===== config.mk =====
export PLATFORM = sky130hd
export DESIGN_NAME = hysteresis_noise_gate
export DESIGN_NICKNAME = d
export VERILOG_FILES = /design/src/hdl/hng_pkg.sv /design/src/hdl/hysteresis_noise_gate.sv
export SDC_FILE = /design/constraint.sdc
export NUM_CORES = 2
export LEC_CHECK = 0
export BUFFER_PORTS_ARGS = -buffer_cell sky130_fd_sc_hd__buf_2
export CORE_UTILIZATION = 30
export DETAILED_ROUTE_END_ITERATION = 8
export PLACE_DENSITY = 0.48
export SYNTH_ARGS = -nofsm -noshare
export SYNTH_HDL_FRONTEND = slang
export SYNTH_SLANG_ARGS = --single-unit

===== constraint.sdc =====
create_clock -name clk -period 13.57 [get_ports clk]
set_input_delay 2.714 -clock clk [delete_from_list [all_inputs] [get_ports clk]]
set_output_delay 2.714 -clock clk [all_outputs]
set_load 0.1 [all_outputs]

===== src/hdl/hng_pkg.sv =====
// hng_pkg: widths, reset values, register indexes and the microcode table
// of the hysteresis noise gate sequencer
// depends on nothing; imported by hysteresis_noise_gate and the testbench
`default_nettype none

package hng_pkg;

  // sample and coefficient formats
  localparam int SAMPLE_BITS    = 16;
  localparam int COEF_FRAC_BITS = 24;
  localparam int COEF_W         = 24;
  localparam int THR_W          = 16;
  localparam int CFG_W          = 24;
  localparam int CFG_IDX_W      = 3;

  // envelope: magnitude with fraction bits; gain: 0 .. 2^F inclusive
  localparam int ENV_W  = SAMPLE_BITS + COEF_FRAC_BITS;
  localparam int GAIN_W = COEF_FRAC_BITS + 1;

  // shared multiplier operands
  localparam int MA_W   = ENV_W;
  localparam int MB_W   = (GAIN_W > COEF_W) ? GAIN_W : COEF_W;
  localparam int PROD_W = MA_W + MB_W;

  // open level is close level * OPEN_NUM / OPEN_DEN (+3 dB)
  localparam int OPEN_NUM    = 1414;
  localparam int OPEN_DEN    = 1000;
  localparam int OPEN_NUM_W  = 11;
  localparam int OPEN_DEN_W  = 10;
  localparam int THR_OPEN_W  = THR_W + OPEN_NUM_W;
  localparam int CMP_OPEN_W  = ((THR_OPEN_W + COEF_FRAC_BITS) > (ENV_W + OPEN_DEN_W)) ?
                               (THR_OPEN_W + COEF_FRAC_BITS) : (ENV_W + OPEN_DEN_W);
  localparam int CMP_CLOSE_W = ((THR_W + COEF_FRAC_BITS) > ENV_W) ?
                               (THR_W + COEF_FRAC_BITS) : ENV_W;

  // register reset values
  localparam int THR_RESET     = 328;
  localparam int ATTACK_RESET  = 69760;
  localparam int RELEASE_RESET = 3495;
  localparam int SMOOTH_RESET  = 16777;

  localparam logic [GAIN_W-1:0] GAIN_ONE = GAIN_W'(1) << COEF_FRAC_BITS;
  localparam logic [ENV_W-1:0]  ENV_MAX  = ENV_W'(1) << (ENV_W - 1);
  localparam logic [ENV_W-1:0]  RND_HALF = ENV_W'(1) << (COEF_FRAC_BITS - 1);

  // configuration register indexes
  localparam logic [CFG_IDX_W-1:0] REG_CLOSE_THRESHOLD  = CFG_IDX_W'(0);
  localparam logic [CFG_IDX_W-1:0] REG_ATTACK_COEF      = CFG_IDX_W'(1);
  localparam logic [CFG_IDX_W-1:0] REG_RELEASE_COEF     = CFG_IDX_W'(2);
  localparam logic [CFG_IDX_W-1:0] REG_GAIN_SMOOTH_COEF = CFG_IDX_W'(3);

  // microcode
  localparam int STEP_W = 3;

  typedef enum logic [2:0] {
    OP_ENV_MUL,
    OP_ENV_UPD,
    OP_GATE,
    OP_GAIN_MUL,
    OP_GAIN_UPD,
    OP_OUT_MUL,
    OP_OUT_WR
  } op_t;

  typedef enum logic {
    COND_NONE,
    COND_OUT_BUSY
  } cond_t;

  typedef struct packed {
    op_t               op;
    cond_t             cond;
    logic [STEP_W-1:0] target;
    logic              last;
  } ctrl_t;

  localparam logic [STEP_W-1:0] STEP_ENV_MUL  = STEP_W'(0);
  localparam logic [STEP_W-1:0] STEP_ENV_UPD  = STEP_W'(1);
  localparam logic [STEP_W-1:0] STEP_GATE     = STEP_W'(2);
  localparam logic [STEP_W-1:0] STEP_GAIN_MUL = STEP_W'(3);
  localparam logic [STEP_W-1:0] STEP_GAIN_UPD = STEP_W'(4);
  localparam logic [STEP_W-1:0] STEP_OUT_MUL  = STEP_W'(5);
  localparam logic [STEP_W-1:0] STEP_OUT_WR   = STEP_W'(6);

  function automatic ctrl_t ucode(input logic [STEP_W-1:0] step);
    ctrl_t w;
    w = '{op: OP_OUT_WR, cond: COND_OUT_BUSY, target: STEP_OUT_WR, last: 1'b1};
    unique case (step)
      STEP_ENV_MUL:  w = '{op: OP_ENV_MUL,  cond: COND_NONE, target: STEP_ENV_MUL, last: 1'b0};
      STEP_ENV_UPD:  w = '{op: OP_ENV_UPD,  cond: COND_NONE, target: STEP_ENV_MUL, last: 1'b0};
      STEP_GATE:     w = '{op: OP_GATE,     cond: COND_NONE, target: STEP_ENV_MUL, last: 1'b0};
      STEP_GAIN_MUL: w = '{op: OP_GAIN_MUL, cond: COND_NONE, target: STEP_ENV_MUL, last: 1'b0};
      STEP_GAIN_UPD: w = '{op: OP_GAIN_UPD, cond: COND_NONE, target: STEP_ENV_MUL, last: 1'b0};
      STEP_OUT_MUL:  w = '{op: OP_OUT_MUL,  cond: COND_NONE, target: STEP_ENV_MUL, last: 1'b0};
      STEP_OUT_WR:   w = '{op: OP_OUT_WR, cond: COND_OUT_BUSY, target: STEP_OUT_WR, last: 1'b1};
      default:       w = '{op: OP_OUT_WR, cond: COND_OUT_BUSY, target: STEP_OUT_WR, last: 1'b1};
    endcase
    return w;
  endfunction

endpackage

`default_nettype wire


===== src/hdl/hysteresis_noise_gate.sv =====
// hysteresis_noise_gate: envelope follower, hysteresis gate, smoothed gain
// microcoded sequencer over one shared multiplier; depends on hng_pkg
//
// channel  direction  handshake              payload
// in       sink       in_valid / in_stall    sample_in, block_start
// out      source     out_valid / out_stall  sample_out, gate_is_open
// cfg      sink       cfg_we                 cfg_index, cfg_data
//
// a word runs through one microcode step after another, an order set by the single shared
// multiplier that is used three times (envelope, gain, output product)
// the next word is taken the cycle after the result is registered
// if the output register is still full and stalled, the last step repeats
// rst clears control state, registers go to their reset values, gain to 1.0
`default_nettype none

module hysteresis_noise_gate (
  input  wire logic                               clk,
  input  wire logic                               rst,
  input  wire logic                               in_valid,
  output      logic                               in_stall,
  input  wire logic signed [hng_pkg::SAMPLE_BITS-1:0] sample_in,
  input  wire logic                               block_start,
  output      logic                               out_valid,
  input  wire logic                               out_stall,
  output      logic signed [hng_pkg::SAMPLE_BITS-1:0] sample_out,
  output      logic                               gate_is_open,
  input  wire logic                               cfg_we,
  input  wire logic [hng_pkg::CFG_IDX_W-1:0]      cfg_index,
  input  wire logic [hng_pkg::CFG_W-1:0]          cfg_data
);
  import hng_pkg::*;

  // configuration registers; open level kept premultiplied by OPEN_NUM
  logic [THR_W-1:0]      close_threshold;
  logic [THR_OPEN_W-1:0] open_threshold;
  logic [COEF_W-1:0]     attack_coef;
  logic [COEF_W-1:0]     release_coef;
  logic [COEF_W-1:0]     gain_smooth_coef;

  // filter state
  logic [ENV_W-1:0]  envelope_level;
  logic              gate_state;
  logic [GAIN_W-1:0] gain_level;

  // sequencer
  logic              busy, busy_next;
  logic [STEP_W-1:0] step, step_next;
  ctrl_t             ctrl;
  logic              out_block;
  logic              jump;
  logic              do_op;
  logic              in_accept;

  // datapath
  logic [SAMPLE_BITS-1:0] mag;
  logic                   neg;
  logic                   dir;
  logic [PROD_W-1:0]      prod;

  logic [ENV_W-1:0]       rect;
  logic                   env_rise;
  logic [ENV_W-1:0]       env_diff;
  logic [COEF_W-1:0]      env_coef;
  logic [GAIN_W-1:0]      gain_target;
  logic                   gain_rise;
  logic [GAIN_W-1:0]      gain_diff;
  logic [MA_W-1:0]        mul_a;
  logic [MB_W-1:0]        mul_b;
  logic                   mul_en;
  logic [ENV_W-1:0]       env_step;
  logic [GAIN_W-1:0]      gain_step;
  logic [CMP_OPEN_W-1:0]  env_scaled;
  logic [CMP_OPEN_W-1:0]  open_level;
  logic [CMP_CLOSE_W-1:0] close_level;
  logic                   gate_next;
  logic [ENV_W-1:0]       rnd_sum;
  logic [SAMPLE_BITS-1:0] rnd_mag;
  logic [SAMPLE_BITS-1:0] res;

  // ---------------------------------------------------------------- control
  assign ctrl      = ucode(step);
  assign out_block = out_valid && out_stall;
  // conditional jump: hold on the write step while the output is occupied
  assign jump      = (ctrl.cond == COND_OUT_BUSY) && out_block;
  assign do_op     = busy && !jump;
  assign in_stall  = busy || rst;
  assign in_accept = in_valid && !in_stall;

  always_comb begin
    busy_next = busy;
    step_next = step;
    if (!busy) begin
      if (in_accept) begin
        busy_next = 1'b1;
        step_next = STEP_ENV_MUL;
      end
    end else if (jump) begin
      step_next = ctrl.target;
    end else if (ctrl.last) begin
      busy_next = 1'b0;
      step_next = STEP_ENV_MUL;
    end else begin
      step_next = step + STEP_W'(1);
    end
  end

  // --------------------------------------------------------------- datapath
  // rectified sample in envelope units, and the direction of each filter
  assign rect        = {mag, {COEF_FRAC_BITS{1'b0}}};
  assign env_rise    = rect > envelope_level;
  assign env_diff    = env_rise ? (rect - envelope_level) : (envelope_level - rect);
  assign env_coef    = env_rise ? attack_coef : release_coef;
  assign gain_target = gate_state ? GAIN_ONE : '0;
  assign gain_rise   = gain_target > gain_level;
  assign gain_diff   = gain_rise ? (gain_target - gain_level)
                                 : (gain_level - gain_target);

  // operand select for the shared multiplier
  always_comb begin
    mul_a  = '0;
    mul_b  = '0;
    mul_en = 1'b0;
    unique case (ctrl.op)
      OP_ENV_MUL: begin
        mul_a  = env_diff;
        mul_b  = MB_W'(env_coef);
        mul_en = 1'b1;
      end
      OP_GAIN_MUL: begin
        mul_a  = MA_W'(gain_diff);
        mul_b  = MB_W'(gain_smooth_coef);
        mul_en = 1'b1;
      end
      OP_OUT_MUL: begin
        mul_a  = MA_W'(mag);
        mul_b  = MB_W'(gain_level);
        mul_en = 1'b1;
      end
      default: begin
        mul_en = 1'b0;
      end
    endcase
  end

  // filter steps, truncated toward zero so neither filter overshoots
  assign env_step  = prod[COEF_FRAC_BITS+ENV_W-1:COEF_FRAC_BITS];
  assign gain_step = prod[COEF_FRAC_BITS+GAIN_W-1:COEF_FRAC_BITS];

  // exact hysteresis tests: env*1000 >= thr*1414 opens, env < thr closes
  assign env_scaled  = CMP_OPEN_W'(envelope_level) * CMP_OPEN_W'(OPEN_DEN);
  assign open_level  = CMP_OPEN_W'({open_threshold, {COEF_FRAC_BITS{1'b0}}});
  assign close_level = CMP_CLOSE_W'({close_threshold, {COEF_FRAC_BITS{1'b0}}});
  assign gate_next   = gate_state ? !(CMP_CLOSE_W'(envelope_level) < close_level)
                                  : (env_scaled >= open_level);

  // output: round magnitude half away from zero, then apply the sign
  assign rnd_sum = prod[ENV_W-1:0] + RND_HALF;
  assign rnd_mag = rnd_sum[ENV_W-1:COEF_FRAC_BITS];
  assign res     = neg ? (~rnd_mag + SAMPLE_BITS'(1)) : rnd_mag;

  // ---------------------------------------------------------- control regs
  always_ff @(posedge clk) begin
    if (rst) begin
      busy             <= 1'b0;
      step             <= STEP_ENV_MUL;
      out_valid        <= 1'b0;
      envelope_level   <= '0;
      gate_state       <= 1'b0;
      gain_level       <= GAIN_ONE;
      close_threshold  <= THR_W'(THR_RESET);
      open_threshold   <= THR_OPEN_W'(THR_RESET * OPEN_NUM);
      attack_coef      <= COEF_W'(ATTACK_RESET);
      release_coef     <= COEF_W'(RELEASE_RESET);
      gain_smooth_coef <= COEF_W'(SMOOTH_RESET);
    end else begin
      busy <= busy_next;
      step <= step_next;

      // result register: a load wins over a drain in the same cycle
      if (do_op && ctrl.op == OP_OUT_WR) begin
        out_valid <= 1'b1;
      end else if (out_valid && !out_stall) begin
        out_valid <= 1'b0;
      end

      // block start clears envelope and gate, gain carries over
      if (in_accept && block_start) begin
        envelope_level <= '0;
        gate_state     <= 1'b0;
      end

      if (do_op) begin
        unique case (ctrl.op)
          OP_ENV_UPD: begin
            envelope_level <= dir ? (envelope_level + env_step)
                                  : (envelope_level - env_step);
          end
          OP_GATE: begin
            gate_state <= gate_next;
          end
          OP_GAIN_UPD: begin
            gain_level <= dir ? (gain_level + gain_step)
                              : (gain_level - gain_step);
          end
          default: begin
          end
        endcase
      end

      if (cfg_we) begin
        unique case (cfg_index)
          REG_CLOSE_THRESHOLD: begin
            close_threshold <= cfg_data[THR_W-1:0];
            open_threshold  <= THR_OPEN_W'(cfg_data[THR_W-1:0]) * THR_OPEN_W'(OPEN_NUM);
          end
          REG_ATTACK_COEF:      attack_coef      <= cfg_data[COEF_W-1:0];
          REG_RELEASE_COEF:     release_coef     <= cfg_data[COEF_W-1:0];
          REG_GAIN_SMOOTH_COEF: gain_smooth_coef <= cfg_data[COEF_W-1:0];
          default: begin
          end
        endcase
      end
    end
  end

  // ---------------------------------------------------------- payload regs
  always_ff @(posedge clk) begin
    if (in_accept) begin
      // two's complement magnitude; the most negative value maps to 2^(n-1)
      neg <= sample_in[SAMPLE_BITS-1];
      mag <= sample_in[SAMPLE_BITS-1] ? (~sample_in + SAMPLE_BITS'(1)) : sample_in;
    end
    if (do_op && mul_en) begin
      prod <= PROD_W'(mul_a) * PROD_W'(mul_b);
      dir  <= (ctrl.op == OP_ENV_MUL) ? env_rise : gain_rise;
    end
    if (do_op && ctrl.op == OP_OUT_WR) begin
      sample_out   <= res;
      gate_is_open <= gate_state;
    end
  end

`ifndef SYNTHESIS
  a_gain_bounded: assert property (@(posedge clk) disable iff (rst)
    gain_level <= GAIN_ONE)
    else $error("smoothed gain above unity");

  a_env_bounded: assert property (@(posedge clk) disable iff (rst)
    envelope_level <= ENV_MAX)
    else $error("envelope above full-scale rectified input");

  a_load_at_last: assert property (@(posedge clk) disable iff (rst)
    $rose(out_valid) |-> $past(busy && ctrl.last))
    else $error("result word appeared outside the write step");

  a_start_seq: assert property (@(posedge clk) disable iff (rst)
    (in_valid && !in_stall) |=> (busy && step == STEP_ENV_MUL))
    else $error("accepted word did not start the microprogram");
`endif

endmodule

`default_nettype wire


==> results.sh <==
export IMPL_final_cell_mix="inv_1, fa_1, nand2_1"
export IMPL_yosysSeqAreaShare_pct=10.3
export IMPL_drv_cap=0
export IMPL_firstDrtPassIters=8
export IMPL_rows=160
export IMPL_drt_iter0_markers=3803
export IMPL_avgViaCountPerCell=5.08
export IMPL_period_minus_slack_ns=12.67
export IMPL_synth_ff_type="dfxtp_1"
export IMPL_grt_max_degree=81
export IMPL_drive_above_1_share_pct=5.26
export IMPL_fmax_mhz=79.0
export IMPL_worstReg2RegEnd="prod[56]"
export IMPL_min_to="open_threshold[14]"
export IMPL_reg2reg_slack_ns=0.90
export IMPL_min_path_type="reg -> reg"
export IMPL_cts_path_max_buffers=3
export IMPL_cts_sinks=260
export IMPL_fp_dieArea_um2=194000
export IMPL_first_global_vias=48000
export IMPL_fin_setup_tns_ns=0
export IMPL_p_per_area_nw_per_um2=193
export IMPL_fin_hold_ws_ns=0.451
export IMPL_post_route_period_util_pct=93.3
export IMPL_htree_levels=2
export IMPL_ys_async_sr_fraction_pct=0
export IMPL_dpl_hpwl_um=168000
export IMPL_ant_nets=0
export IMPL_antenna_found_initial=16
export IMPL_syn_area_per_cell_um2=8.53
export IMPL_start_kind="flop"
export IMPL_postCtsHoldBufs=0
export IMPL_cpMostUsedCell="fa_1"
export IMPL_io_buffers=67
export IMPL_io_pins=68
export IMPL_cp_end_kind="flop"
export IMPL_overflow=0
export IMPL_p_leak_uw=0.0310
export IMPL_worstMarginPinSlew_ns=1.30
export IMPL_initial_core_util_pct=30.3
export IMPL_max_vdd_ir_drop_mv=0.372
export IMPL_wirelength_um=208000
export IMPL_setup_viol=0
export IMPL_whs_path_depth=2
export IMPL_cpPeakStageDelay_ns=0.75
export IMPL_synthDistinctLibCells=83
export IMPL_wire_per_inst_um=22.4
export IMPL_synth_seq_cells=260
export IMPL_postCtsSetupRepairBufs=0
export IMPL_worst_setup_path_type="reg -> reg"
export IMPL_cp_max_fo=24
export IMPL_vias=47100
export IMPL_cp_slowest_cell="dfxtp_1"
export IMPL_tritoncts="done"
export IMPL_ff2ff_path_depth=39
export IMPL_netlist_instances=6768
export IMPL_final_common_cell="inv_1"
export IMPL_synth_edf_count=76
export IMPL_areaGrowthSynthToFinish_pct=8.49
export IMPL_worst_ep_arrival_time_ns=12.98
export IMPL_grt_pass1_wl_um=313000
export IMPL_cts_clk_slew_worst_paths_ns=0.07
export IMPL_min_from="open_threshold[14]"
export IMPL_insertion_delay_ns=0.60
export IMPL_nets=8379
export IMPL_cts_resized=0
export IMPL_relSlewSlack_pct=13.2
export IMPL_r2r_start="envelope_level[38]"
export IMPL_hold_violations=0
export IMPL_finalMaxSlewViolations=0
export IMPL_final_core_util_pct=32.9
export IMPL_gp_congestion=0.966
export IMPL_cp_required_ns=13.89
export IMPL_die_x_um=441
export IMPL_outcome="finished, final reports clean"
export IMPL_drc=0
export IMPL_grt_use_total_pct=21.6
export IMPL_die_h_um=441
export IMPL_coreArea_um2=191000
export IMPL_fin_worst_skew_ns=0.0454
export IMPL_root_buffer="clkbuf_16"
export IMPL_ys_warn_count=0
export IMPL_grt_setup_unrepaired="no"
export IMPL_cts_buffers=35
export IMPL_syn_area_um2=57700
==> flip-flops by register name, indices dropped and copies added, names as in the netlist <==
signal and cells:
sample_out 16, open_threshold 25, busy 1, envelope_level 40, out_valid 1, dir 1
prod 41, step 3, release_coef 24, neg 1, gain_level 25, mag 16
attack_coef 24, gate_is_open 1, gain_smooth_coef 24, gate_state 1, close_threshold 16
==> stage by stage <==
step / area (µm²) / cells / setup slack [ns] / total power [µW]
final: 62600 / 9274 / 0.905 / 12100
after global routing: 62600 / 9273 / 0.363 / 13200
after CTS: 62600 / 9273 / 0.947 / 12100
after detailed placement: 61500 / 9210 / 1.02 / 11100
after global placement: 61500 / 9210 / 1.03 / 11100
after floorplan: 57800 / 6789 / 3.09 / 7980
==> synth_stat cells, drive strengths merged, types with 28 or more instances <==
cell	instances	share of area [%]
and3	61	0.66
ha	542	12
dfxtp	184	6.4
and2	35	0.38
a31oi	33	0.38
nand2b	42	0.46
xor2	111	1.7
nand2	1049	6.8
inv	1254	8.2
edfxtp	76	4.0
fa	1052	36
o21ai	130	1.1
nor2	461	3.0
o21a	48	0.62
nor3	84	0.74
xnor2	184	2.8
a21oi	366	3.2
a21o	146	1.9
nand3	140	1.2
nor2b	37	0.40
clkbuf	285	1.9
nand4	51	0.55
or3	28	0.30
==> area by class of cell <==
class	count	area, µm²
antenna	1	2.50
timing repair buffer	213	1450
clock inverter	19	169
clock buffer	44	952
fill	20200	128000
sequential	260	5970
tap	2511	3140
inverter	1254	4710
multi-input combinational	4972	46300
==> power breakdown <==
part | total (µW) | internal (µW) | switching (µW)
clock | 967 | 528 | 439
sequential | 1320 | 1160 | 160
combinational | 9820 | 3570 | 6250
==> worst max-delay path, delay by kind of cell (launching register included) <==
family | cells | cell delay (ns)
AOI/OAI and AO/OA | 14 | 3.32
DFF | 1 | 0.75
buffers and inverters | 9 | 1.45
and+or+nand+nor | 6 | 1.80
adders and majority gates | 9 | 4.50
xor gates and xnor gates | 1 | 0.49
==> routing by layer <==
metal  GRT usage (%)  routed length [µm]
met1            29.7               91900
met3            3.87               15200
met5               0                  57
met2            34.4               94000
met4            6.27                6970
==> worst max-delay path by stage <==
stage / from / endpoint / slack (ns) / cells past startpoint
2_1_floorplan: envelope_level[29] / prod[57] / 3.09 / 40
3_3_place_gp: envelope_level[38] / prod[56] / 1.03 / 39
3_5_place_dp: envelope_level[38] / prod[56] / 1.02 / 39
4_1_cts: envelope_level[38] / prod[56] / 0.95 / 39
5_1_grt: envelope_level[38] / prod[57] / 0.36 / 36
6_report: envelope_level[38] / prod[56] / 0.90 / 39
==> cell families (layout without fill, tap and decap cells) <==
group | after synthesis | in the layout | synth area share (%)
XOR/XNOR | 295 | 295 | 4.47
AO/OA/AOI/OAI | 952 | 952 | 10.6
buffers and inverters | 1557 | 1530 | 10.1
other | 2 | 24 | 0.0130
flip-flops | 260 | 260 | 10.3
multiplexers | 23 | 23 | 0.405
adder cells (fa/ha/maj) | 1594 | 1594 | 48.2
AND/OR/NAND/NOR | 2085 | 2085 | 15.8
Note: power is estimated with default switching activity, not from simulation.
